[config.mk]
export PLATFORM = sky130hd
export DESIGN_NAME = nmea_sentence_framer
export DESIGN_NICKNAME = d
export VERILOG_FILES = /design/src/nsf_pkg.sv /design/src/nmea_sentence_framer.sv /design/src/nsf_in_reg.sv /design/src/nsf_parser.sv /design/src/nsf_out_reg.sv
export SDC_FILE = /design/constraint.sdc
export NUM_CORES = 1
export LEC_CHECK = 0
export BUFFER_PORTS_ARGS = -buffer_cell sky130_fd_sc_hd__buf_2
export CAP_MARGIN = 5
export CORE_AREA = 2 2 166 168
export DETAILED_ROUTE_END_ITERATION = 8
export DIE_AREA = 0 0 168 170
export HOLD_SLACK_MARGIN = 0.15
export PLACE_DENSITY = 0.58
export SETUP_SLACK_MARGIN = 0.1
export SKIP_LAST_GASP = 1
export SLEW_MARGIN = 15
export SYNTH_ARGS = -nofsm -noshare
export SYNTH_HDL_FRONTEND = slang
export SYNTH_SLANG_ARGS = --single-unit
export TNS_END_PERCENT = 5
[constraint.sdc]
create_clock -name clk -period 13.05 [get_ports clk]
set_clock_uncertainty 0.15 [all_clocks]
set_input_delay 1.9575 -clock clk [delete_from_list [all_inputs] [get_ports clk]]
set_output_delay 1.9575 -clock clk [all_outputs]
set_load 0.01 [all_outputs]
[src/nsf_pkg.sv]
// ----------------------------------------------------------------------------
// NMEA sentence framer package
// Shared types, character codes and decode helpers for the framer modules.
// ----------------------------------------------------------------------------
package nsf_pkg;

  // Highest field count that the field total may reach.
  localparam logic [5:0] MAX_FIELDS = 6'd32;
  localparam logic [5:0] FIELD_IDX_MAX = 6'd63;

  // Output word layout: fields packed from bit 0 upward, padded to bytes.
  localparam int unsigned RES_BITS  = 75;
  localparam int unsigned TDATA_W   = ((RES_BITS + 7) / 8) * 8;

  // Character codes.
  localparam logic [7:0] CH_DOLLAR = 8'h24;
  localparam logic [7:0] CH_STAR   = 8'h2A;
  localparam logic [7:0] CH_COMMA  = 8'h2C;
  localparam logic [7:0] CH_CR     = 8'h0D;
  localparam logic [7:0] CH_LF     = 8'h0A;

  typedef enum logic [2:0] {
    PH_IDLE  = 3'd0,
    PH_ADDR  = 3'd1,
    PH_FIELD = 3'd2,
    PH_SUM   = 3'd3,
    PH_TERM  = 3'd4
  } phase_t;

  typedef enum logic [1:0] {
    EV_NONE   = 2'd0,
    EV_ACCEPT = 2'd1,
    EV_REJECT = 2'd2
  } event_t;

  // Sentence type codes.
  localparam logic [2:0] KIND_UNKNOWN = 3'd0;
  localparam logic [2:0] KIND_GGA     = 3'd1;
  localparam logic [2:0] KIND_RMC     = 3'd2;
  localparam logic [2:0] KIND_GSV     = 3'd3;
  localparam logic [2:0] KIND_GSA     = 3'd4;
  localparam logic [2:0] KIND_GLL     = 3'd5;
  localparam logic [2:0] KIND_VTG     = 3'd6;

  // One result of the framer, carried from the parser to the output register.
  typedef struct packed {
    logic [15:0] sum_errors_total;
    logic [15:0] sentences_total;
    logic [5:0]  payload_field;
    logic        payload_valid;
    logic [7:0]  payload_byte;
    logic        sum_matches;
    logic [7:0]  received_sum;
    logic [7:0]  computed_sum;
    logic [5:0]  fields_seen;
    logic [2:0]  sentence_kind;
    event_t      event_res;
  } result_t;

  // Maps the three type characters to a sentence kind.
  function automatic logic [2:0] classify(input logic [23:0] t);
    logic [2:0] k;
    k = KIND_UNKNOWN;
    case (t)
      24'h474741: k = KIND_GGA;
      24'h524D43: k = KIND_RMC;
      24'h475356: k = KIND_GSV;
      24'h475341: k = KIND_GSA;
      24'h474C4C: k = KIND_GLL;
      24'h565447: k = KIND_VTG;
      default:    k = KIND_UNKNOWN;
    endcase
    return k;
  endfunction

  // Hex digit value in bits 3:0; bit 4 set for a character that is not a digit.
  function automatic logic [4:0] hex_value(input logic [7:0] c);
    logic [7:0] d;
    logic [4:0] v;
    d = 8'd0;
    v = 5'h10;
    if (c >= 8'h30 && c <= 8'h39) begin
      d = c - 8'h30;
      v = {1'b0, d[3:0]};
    end else if (c >= 8'h41 && c <= 8'h46) begin
      d = c - 8'h37;
      v = {1'b0, d[3:0]};
    end else if (c >= 8'h61 && c <= 8'h66) begin
      d = c - 8'h57;
      v = {1'b0, d[3:0]};
    end
    return v;
  endfunction

endpackage

[src/nmea_sentence_framer.sv]
// ----------------------------------------------------------------------------
// NMEA sentence framer
// Byte-serial NMEA 0183 framer: classifies the sentence type, counts fields,
// checks the XOR checksum and forwards field bytes with their field index.
// ----------------------------------------------------------------------------
//
//  Channel   Direction  Payload
//  s_*       in         tdata[7:0] rx_byte, one request per received character
//  m_*       out        tdata[79:0] one result request per received character
//
// Every accepted byte produces exactly one result. A byte waits in the input
// register, is parsed while the sentence state updates, and lands in the
// output register; the framer sustains one byte per cycle while m_tready
// stays high.
// The input side keeps accepting while a result waits downstream; a stall on
// m_tready holds the parser and backs up only once both registers are full.
// rst is synchronous and active high; it returns the parser to waiting for
// a dollar sign and clears the sentence and error counters.
// ----------------------------------------------------------------------------
module nmea_sentence_framer (
  input  logic                         clk,
  input  logic                         rst,
  input  logic                         s_tvalid,
  output logic                         s_tready,
  input  logic [7:0]                   s_tdata,   // [7:0] rx_byte
  output logic                         m_tvalid,
  input  logic                         m_tready,
  // [1:0] event_res, [4:2] sentence_kind, [10:5] fields_seen,
  // [18:11] computed_sum, [26:19] received_sum, [27] sum_matches,
  // [35:28] payload_byte, [36] payload_valid, [42:37] payload_field,
  // [58:43] sentences_total, [74:59] sum_errors_total, [79:75] zero
  output logic [nsf_pkg::TDATA_W-1:0]  m_tdata
);
  import nsf_pkg::*;

  logic       held;
  logic [7:0] held_byte;
  logic       out_free;
  logic       advance;
  result_t    res;

  // The parser moves one byte whenever one is held and the output has room;
  // its state registers update on the same edge.
  assign advance = held && out_free;

  nsf_in_reg u_in (
    .clk       (clk),
    .rst       (rst),
    .s_tvalid  (s_tvalid),
    .s_tready  (s_tready),
    .s_tdata   (s_tdata),
    .take      (advance),
    .held      (held),
    .held_byte (held_byte)
  );

  nsf_parser u_parser (
    .clk  (clk),
    .rst  (rst),
    .step (advance),
    .c    (held_byte),
    .res  (res)
  );

  nsf_out_reg u_out (
    .clk      (clk),
    .rst      (rst),
    .load     (advance),
    .res      (res),
    .free     (out_free),
    .m_tvalid (m_tvalid),
    .m_tready (m_tready),
    .m_tdata  (m_tdata)
  );

  // An accepted sentence always has a known type and a good checksum.
  a_accept_ok: assert property (@(posedge clk) disable iff (rst)
    (m_tvalid && m_tdata[1:0] == EV_ACCEPT) |-> (m_tdata[27] && m_tdata[4:2] != KIND_UNKNOWN))
    else $error("accepted sentence without match or known kind");

  // A forwarded field byte never coincides with a sentence event.
  a_payload_no_event: assert property (@(posedge clk) disable iff (rst)
    (m_tvalid && m_tdata[36]) |-> (m_tdata[1:0] == EV_NONE))
    else $error("payload byte carries an event");

  // The field total saturates at the field limit.
  a_fields_limit: assert property (@(posedge clk) disable iff (rst)
    m_tvalid |-> (m_tdata[10:5] <= MAX_FIELDS))
    else $error("field total beyond limit");

  // The parser never steps without a held byte.
  a_step_needs_byte: assert property (@(posedge clk) disable iff (rst)
    advance |-> held)
    else $error("parser stepped with no byte");

endmodule

[src/nsf_in_reg.sv]
// ----------------------------------------------------------------------------
// NMEA framer input register
// Holds one received byte until the parser can move it on.
// ----------------------------------------------------------------------------
module nsf_in_reg (
  input  logic       clk,
  input  logic       rst,
  input  logic       s_tvalid,
  output logic       s_tready,
  input  logic [7:0] s_tdata,
  input  logic       take,
  output logic       held,
  output logic [7:0] held_byte
);
  import nsf_pkg::*;

  logic       valid;
  logic [7:0] data;

  // Room for a new byte when empty or when the held byte leaves this cycle.
  assign s_tready  = !valid || take;
  assign held      = valid;
  assign held_byte = data;

  always_ff @(posedge clk) begin
    if (rst) begin
      valid <= 1'b0;
    end else if (s_tready) begin
      valid <= s_tvalid;
    end
  end

  always_ff @(posedge clk) begin
    if (s_tvalid && s_tready) begin
      data <= s_tdata;
    end
  end

endmodule

[src/nsf_parser.sv]
// ----------------------------------------------------------------------------
// NMEA framer parser
// Sentence state machine: address capture, field counting, checksum decode.
// ----------------------------------------------------------------------------
module nsf_parser (
  input  logic            clk,
  input  logic            rst,
  input  logic            step,
  input  logic [7:0]      c,
  output nsf_pkg::result_t res
);
  import nsf_pkg::*;

  phase_t      phase, phase_next;
  logic [2:0]  addr_count, addr_count_next;
  logic [23:0] addr_chars, addr_chars_next;
  logic [2:0]  kind, kind_next;
  logic [7:0]  xor_acc, xor_acc_next;
  logic [7:0]  hex_first, hex_first_next;
  logic        hex_count, hex_count_next;
  logic [5:0]  field_index, field_index_next;
  logic [5:0]  field_total, field_total_next;
  logic [7:0]  recv_sum, recv_sum_next;
  logic        match_flag, match_flag_next;
  logic        no_sum_end, no_sum_end_next;
  logic [15:0] sent_cnt, sent_cnt_next;
  logic [15:0] err_cnt, err_cnt_next;

  logic [4:0]  hi_digit;
  logic [4:0]  lo_digit;
  logic [7:0]  sum_dec;
  logic [5:0]  closed_total;
  event_t      ev;
  logic        pv;
  logic [7:0]  pb;
  logic [5:0]  pf;

  assign hi_digit = hex_value(hex_first);
  assign lo_digit = hex_value(c);
  assign sum_dec  = (hi_digit[4] || lo_digit[4]) ? 8'hFF : {hi_digit[3:0], lo_digit[3:0]};
  // Closing a field only raises the total while the index is under the limit.
  assign closed_total = (field_index < MAX_FIELDS) ? field_index + 6'd1 : field_total;

  always_comb begin
    phase_next       = phase;
    addr_count_next  = addr_count;
    addr_chars_next  = addr_chars;
    kind_next        = kind;
    xor_acc_next     = xor_acc;
    hex_first_next   = hex_first;
    hex_count_next   = hex_count;
    field_index_next = field_index;
    field_total_next = field_total;
    recv_sum_next    = recv_sum;
    match_flag_next  = match_flag;
    no_sum_end_next  = no_sum_end;
    sent_cnt_next    = sent_cnt;
    err_cnt_next     = err_cnt;
    ev = EV_NONE;
    pv = 1'b0;
    pb = 8'd0;
    pf = 6'd0;

    case (phase)
      PH_IDLE: begin
        if (c == CH_DOLLAR) begin
          addr_count_next  = 3'd0;
          addr_chars_next  = 24'd0;
          kind_next        = KIND_UNKNOWN;
          xor_acc_next     = 8'd0;
          hex_first_next   = 8'd0;
          hex_count_next   = 1'b0;
          field_index_next = 6'd0;
          field_total_next = 6'd0;
          recv_sum_next    = 8'd0;
          match_flag_next  = 1'b0;
          no_sum_end_next  = 1'b0;
          phase_next       = PH_ADDR;
        end
      end
      PH_ADDR: begin
        xor_acc_next = xor_acc ^ c;
        if (addr_count < 3'd5) begin
          addr_chars_next = {addr_chars[15:0], c};
          addr_count_next = addr_count + 3'd1;
        end else begin
          // The byte after the address is the separator and opens field 0.
          kind_next        = classify(addr_chars);
          field_index_next = 6'd0;
          phase_next       = PH_FIELD;
        end
      end
      PH_FIELD: begin
        if (c == CH_COMMA) begin
          field_total_next = closed_total;
          if (field_index < FIELD_IDX_MAX) begin
            field_index_next = field_index + 6'd1;
          end
          xor_acc_next = xor_acc ^ c;
        end else if (c == CH_STAR) begin
          field_total_next = closed_total;
          hex_count_next   = 1'b0;
          hex_first_next   = 8'd0;
          phase_next       = PH_SUM;
        end else if (c == CH_CR || c == CH_LF) begin
          field_total_next = closed_total;
          recv_sum_next    = 8'd0;
          match_flag_next  = 1'b1;
          no_sum_end_next  = 1'b1;
          sent_cnt_next    = sent_cnt + 16'd1;
          ev = (kind != KIND_UNKNOWN) ? EV_ACCEPT : EV_NONE;
          phase_next = (c == CH_CR) ? PH_TERM : PH_IDLE;
        end else begin
          xor_acc_next = xor_acc ^ c;
          pv = 1'b1;
          pb = c;
          pf = field_index;
        end
      end
      PH_SUM: begin
        if (!hex_count) begin
          hex_first_next = c;
          hex_count_next = 1'b1;
        end else begin
          recv_sum_next   = sum_dec;
          match_flag_next = (sum_dec == xor_acc);
          if (sum_dec != xor_acc) begin
            err_cnt_next = err_cnt + 16'd1;
          end
          sent_cnt_next   = sent_cnt + 16'd1;
          no_sum_end_next = 1'b0;
          phase_next      = PH_TERM;
        end
      end
      PH_TERM: begin
        if (c != CH_CR) begin
          phase_next = PH_IDLE;
          // A sentence without a checksum was already reported at its CR.
          if (!no_sum_end) begin
            if (c == CH_LF) begin
              ev = match_flag ? ((kind != KIND_UNKNOWN) ? EV_ACCEPT : EV_NONE) : EV_REJECT;
            end else begin
              ev = (kind != KIND_UNKNOWN && match_flag) ? EV_ACCEPT : EV_REJECT;
            end
          end
        end
      end
      default: begin
        phase_next = PH_IDLE;
      end
    endcase

    res.event_res        = ev;
    res.sentence_kind    = kind_next;
    res.fields_seen      = field_total_next;
    res.computed_sum     = xor_acc_next;
    res.received_sum     = recv_sum_next;
    res.sum_matches      = match_flag_next;
    res.payload_byte     = pb;
    res.payload_valid    = pv;
    res.payload_field    = pf;
    res.sentences_total  = sent_cnt_next;
    res.sum_errors_total = err_cnt_next;
  end

  always_ff @(posedge clk) begin
    if (rst) begin
      phase       <= PH_IDLE;
      addr_count  <= 3'd0;
      addr_chars  <= 24'd0;
      kind        <= KIND_UNKNOWN;
      xor_acc     <= 8'd0;
      hex_first   <= 8'd0;
      hex_count   <= 1'b0;
      field_index <= 6'd0;
      field_total <= 6'd0;
      recv_sum    <= 8'd0;
      match_flag  <= 1'b0;
      no_sum_end  <= 1'b0;
      sent_cnt    <= 16'd0;
      err_cnt     <= 16'd0;
    end else if (step) begin
      phase       <= phase_next;
      addr_count  <= addr_count_next;
      addr_chars  <= addr_chars_next;
      kind        <= kind_next;
      xor_acc     <= xor_acc_next;
      hex_first   <= hex_first_next;
      hex_count   <= hex_count_next;
      field_index <= field_index_next;
      field_total <= field_total_next;
      recv_sum    <= recv_sum_next;
      match_flag  <= match_flag_next;
      no_sum_end  <= no_sum_end_next;
      sent_cnt    <= sent_cnt_next;
      err_cnt     <= err_cnt_next;
    end
  end

endmodule

[src/nsf_out_reg.sv]
// ----------------------------------------------------------------------------
// NMEA framer output register
// Holds one result and packs it onto the master-side stream.
// ----------------------------------------------------------------------------
module nsf_out_reg (
  input  logic                           clk,
  input  logic                           rst,
  input  logic                           load,
  input  nsf_pkg::result_t               res,
  output logic                           free,
  output logic                           m_tvalid,
  input  logic                           m_tready,
  output logic [nsf_pkg::TDATA_W-1:0]    m_tdata
);
  import nsf_pkg::*;

  logic    valid;
  result_t data;

  // A new result may enter when empty or when the held one is taken now.
  assign free     = !valid || m_tready;
  assign m_tvalid = valid;
  assign m_tdata  = {{(TDATA_W - RES_BITS){1'b0}}, data};

  always_ff @(posedge clk) begin
    if (rst) begin
      valid <= 1'b0;
    end else if (free) begin
      valid <= load;
    end
  end

  always_ff @(posedge clk) begin
    if (load) begin
      data <= res;
    end
  end

endmodule
* Word level (Yosys, flattened, before mapping)
Cells that the tools add are included.
Storage, ports and cells: output and inout bits 82, memory bits (read-only) 0, register bits after elaboration 189, memories 0, input port bits 12, logic and storage cells 201, bits in writable memories 0, bits in latches 0
Cells by class: reductions and logical operators 28, $lt $le $gt $ge 15, multipliers 0, add/sub/neg operators 10, mux-type cells 87, shift operators 0, div/mod/pow operators 0, eq/ne operators 31, bitwise operators 2
Operator list (number):
- $eq A24 B23 Y1 const B | 6
- $mux W16 | 7
- $mux W8 | 14
- $pmux W8 S3 | 3
- $mux W6 | 9
- $mux W24 | 2
- $pmux W24 S2 | 1
- $mux W3 | 12
- $add A16 B1 Y16 const B | 2
- $ge A8 B7 Y1 const B | 4
- $le A8 B7 Y1 const B | 4
- $pmux W16 S2 | 1
- $mux W5 | 6
- $eq A8 B6 Y1 const B | 3
- $pmux W3 S6 | 1
- $pmux W6 S3 | 1
- $eq A8 B4 Y1 const B | 2
- $ge A8 B6 Y1 const B | 2
- $le A8 B6 Y1 const B | 2
- $mux W2 | 8
- $ne A2 B1 Y1 const B | 8
- $sub A4 B3 Y4 const B | 4
- $pmux W3 S5 | 1
- $mux W1 | 14
- 31 further kinds | 56

* Logic depth before layout (Yosys ltp)
word-level depth 11, gate-level depth with buffers 14, depth with buffers taken out 10

* Hierarchy
A second synthesis with hierarchy kept.
Unflattened totals: cells, all modules 969, area total of the unflattened synthesis 9128.8 sq um
By module, submodules not included:
- nsf_parser | instances 1, seq. area each 2082.0 sq um, area an instance 6487.5 sq um, cells an instance 870
- nsf_out_reg | instances 1, seq. area each 2272.2 sq um, area an instance 2339.7 sq um, cells an instance 85
- nsf_in_reg | instances 1, seq. area each 260.2 sq um, area an instance 295.3 sq um, cells an instance 13
- nmea_sentence_framer | instances 1, seq. area each 0.0 sq um, area an instance 6.3 sq um, cells an instance 1

* Worst setup path before layout
OpenSTA, ideal clock, no wires.
path kind input -> register, start point input port m_tready, end point register u_parser.field_total[3], stages 7, slack 7.444 ns, data required time 12.620 ns, library setup time 0.280 ns, arrival time 5.177 ns, buffers on the path 3, path through nor2b_1 > nand2b_1 > clkbuf_1 > inv_2 > clkbuf_1 > buf_1 > a311oi_1
On the way: cells in the longest elaborated chain, start to end 2
RTL lines:
- from (decl) | RTL line nmea_sentence_framer.sv:27 | input logic m_tready,
- $logic_or A1 B1 Y1 | RTL line nsf_out_reg.sv:21 | assign free = !valid || m_tready;
- $logic_and A1 B1 Y1 | RTL line nmea_sentence_framer.sv:44 | assign advance = held && out_free;
- via advance | RTL line nmea_sentence_framer.sv:39 | logic advance;
- to (signal assigned) | RTL line nsf_parser.sv:191 | field_total <= field_total_next;
- to (decl) | RTL line nsf_parser.sv:22 | logic [5:0] field_total, field_total_next;
The timed path passes the listed nets, and every way through them passes these cells. A chain may end at the register's enable or synchronous reset.

* Worst setup path in the final report
start point input port m_tready, end point register u_parser.addr_count[0]
On the way: cells in the longest elaborated chain, start to end 3
RTL lines:
- $logic_or A1 B1 Y1 | RTL line nsf_out_reg.sv:21
- $logic_and A1 B1 Y1 | RTL line nmea_sentence_framer.sv:44
- $reduce_and A4 Y1 (no source line)
- to (signal assigned) | RTL line nsf_parser.sv:184 | addr_count <= addr_count_next;
- to (decl) | RTL line nsf_parser.sv:15 | logic [2:0] addr_count, addr_count_next;
No other way between the ends.

==> metrics.md <==
| Metric | Value |
|---|---|
| Row cnt | `60` |
| Setup TNS Final | `0 ns` |
| FF+latch count, synth | `189` |
| Die Ht | `about 170 um` |
| Max H-tree Level | `4` |
| Crit-path max FO | `55` |
| RSZ-0062 raised after global routing | `no` |
| Hold Crit Class | `flip-flop to flip-flop` |
| Post-synth top area cell | `edfxtp_1` |
| DRC viols | `0` |
| Fraction of registers with async set/reset | `0` |
| Starting DRT DRC Count | `between 600 and 700` |
| Clock transition at path regs | `roughly 0.070 ns` |
| TritonCTS Buffers | `17` |
| Hpwl dp | `around 15000 um` |
| Peak VDD IR | `0.0656 mV` |
| CP startpoint kind | `input pin` |
| DR pass1 iterations | `5` |
| Die area | `around 0.029 mm^2` |
| Reg power frac | `0.523` |
| Worst EP arrival | `a little over 5 ns` |
| Buffers on Ports | `88` |
| Count of maximum capacitance violations | `0` |
| Most frequent cell after synthesis | `nand2_1` |
| P_sw | `just under 300 uW` |
| Layout cells sized above 1 | `0.152` |
| Internal | `between 900 and 1000 uW` |
| Via count | `7321` |
| Layout area overhead | `13.5%` |
| Final setup fails | `0` |
| Period utilization | `0.387` |
| Top cells by count, synth | `nand2_1, dfxtp_1, nor2_1, edfxtp_1, a21oi_1` |
| Layout Nets | `around 1100` |
| Io pins | `94` |
| CTS tree | `built` |
| Max-slew violations | `0` |
| Final Hold Vio Count | `0` |
| Critical Path End Type | `flip-flop` |
| Total power | `1240 uW` |
| Final core utilization | `0.395` |
| Final wirelength | `21900 um` |
| Post-DR vias/cell | `just over 5` |
| Ys Warns | `0` |
| CP Data Required Time | `approximately 13 ns` |
| Initial Utilization | `0.348` |
| Largest cells by area after synthesis | `edfxtp_1, dfxtp_1, nand2_1` |
| Cell Pwr Density | `approximately 120 mW/mm^2` |
| Worst-Margin Slew | `about 1.1 ns` |
| Fillers | `2601` |
| Run status | `complete, no violations` |
| Wire per inst | `roughly 16 um` |
| Final non-filler cell total | `1411` |
| First-pass GRT wire length | `roughly 35000 um` |
| Remaining Overflow, GRT | `0` |
| Syn_area_per_cell | `9.25 um^2` |
| Switching Share | `0.233` |
| Cell Area, Synth | `between 0.009 and 0.01 mm^2` |
| Pin count of the biggest net entering global routing | `75` |
| Clock share of power | `0.426` |
| Clk Latency, worst-skew pair | `0.43 ns` |
| Vias in the first global route | `roughly 6700` |
| Horiz. Die Dim | `168 um` |
| Register area share after synthesis | `0.497` |
| Initial antenna violation count | `0` |
| Post-synth cell types | `77` |
| Yosys top cell area share | `0.268` |
| Crit Path Class | `input pin to flip-flop` |
| Post-synth EDFFs | `83` |
| Tot GR Track Use | `0.154` |
| Min cycle time layout | `between 5 and 6 ns` |
| Leak pwr | `~0.0038 uW` |
| Clock sink count | `189` |
| Combinational power share | `0.052` |
| Core area | `approximately 0.027 mm^2` |
| Post_cts resized | `0` |
| Postcts setup bufs | `0` |
| Antenna viol nets, final | `0` |
| Hold buffer count at CTS | `0` |
| DP Cell Count | `around 1400` |
| Dominant synthesized flop cell | `dfxtp_1` |
| RD Place Congestion | `0.829` |
| Post-Synthesis Cells | `approximately 1000` |
| Max Clk Rate | `~200 MHz` |
| # diodes | `0` |
| Root buffer cell | `clkbuf_16` |
| Max-slew headroom | `0.298` |
| Max Buffers Root-to-Sink | `2` |
## cell families after synthesis
group           count (synthesis)  synth area share
simple gates                  452             0.245
compound gates                222             0.156
flops                         189             0.497
buf+inv                        77            0.0350
xor+xnor                       41            0.0387
fa+ha+maj                      12            0.0162
mux                            10            0.0117
other cells                     1          0.000404
## registers in the layout, summed over array words and instances, names as in the netlist
name                  count
u_parser.addr_count       3
u_parser.hex_first        8
u_parser.addr_chars      24
u_parser.recv_sum         8
u_parser.field_total      6
u_in.held_byte            8
u_in.held                 1
u_parser.hex_count        1
u_parser.match_flag       1
u_out.m_tvalid            1
u_out.m_tdata            75
u_parser.no_sum_end       1
u_parser.sent_cnt        16
u_parser.err_cnt         16
u_parser.phase            3
u_parser.xor_acc          8
u_parser.field_index      6
u_parser.kind             3
## layer usage
| metal | vias up | routed length (um) | global-route usage |
|---|---|---|---|
| met1 | 3484 | 10800 | 0.212 |
| met3 | 11 | 738 | 0.0302 |
| li1 | 3701 | - | - |
| met4 | 0 | 177 | 0.0371 |
| met2 | 125 | 10200 | 0.249 |
| met5 | - | 0 | 0 |
## power groups by stage
stage	clock, uW	combinational, uW	sequential, uW
2_1_floorplan	0	39.0	662
3_3_place_gp	0	63.8	661
3_5_place_dp	0	64.8	661
4_1_cts	540	64.9	648
5_1_grt	561	71.7	650
6_report	527	64.2	647
## path summary, 6_finish.rpt
| kind | start | endpoint | slack (ns) | cells after the start |
|---|---|---|---|---|
| worst min-delay path | u_parser.recv_sum[5]$_SDFFE_PP0P_ | u_parser.recv_sum[5]$_SDFFE_PP0P_ | 0.31 | 2 |
| worst max-delay path | m_tready | u_parser.addr_count[0]$_SDFFE_PP0P_ | 8.00 | 8 |
| worst min register to register | u_parser.recv_sum[5]$_SDFFE_PP0P_ | u_parser.recv_sum[5]$_SDFFE_PP0P_ | 0.31 | 2 |
| worst max register to register | u_in.held_byte[0]$_DFFE_PP_ | u_parser.addr_count[0]$_SDFFE_PP0P_ | 8.70 | 9 |
## worst max-delay path: stages
cell and delay, ns:
buf_2 0.07, nor2b_1 0.06, nand2b_1 0.14, buf_4 0.25, inv_4 0.56, nand3_1 0.87, o21bai_2 1.11, nor2_1 0.11
## metrics by stage
stage / area (um^2) / setup WS, ns / hold WS (ns)
after floorplan: 9300 / 7.44 / 0.282
after global placement: 9950 / 7.59 / 0.294
after detailed placement: 9950 / 7.57 / 0.297
after CTS: 10500 / 8.01 / 0.309
after global routing: 10500 / 7.62 / 0.323
final: 10500 / 8.00 / 0.306
## cell usage in the layout (no fill, tap or decap), types with 14 or more instances in the layout
cell type	netlist	routed
o21ai_0	43	43
clkbuf_16	0	17
nor3_1	40	40
or3_1	14	14
nand2_1	148	148
nand3_1	26	26
nor2_1	96	96
xnor2_1	14	14
buf_2	5	88
dfxtp_1	106	106
a21oi_1	74	74
and2_1	19	19
or4_1	14	14
nor2b_1	15	15
edfxtp_1	83	83
xor2_1	27	27
## layout make-up
cell class | count | area, um^2 | share of cell area
clock buffers | 20 | 457 | 0.0433
clock inverters | 11 | 131 | 0.0125
inverters | 13 | 51.3 | 0.00487
multi-input cells | 742 | 4370 | 0.414
flip-flops and latches | 189 | 4610 | 0.438
well taps | 341 | 427 | 0.0405
repair buffers | 95 | 493 | 0.0468
Power figures use the tool's default switching activity.
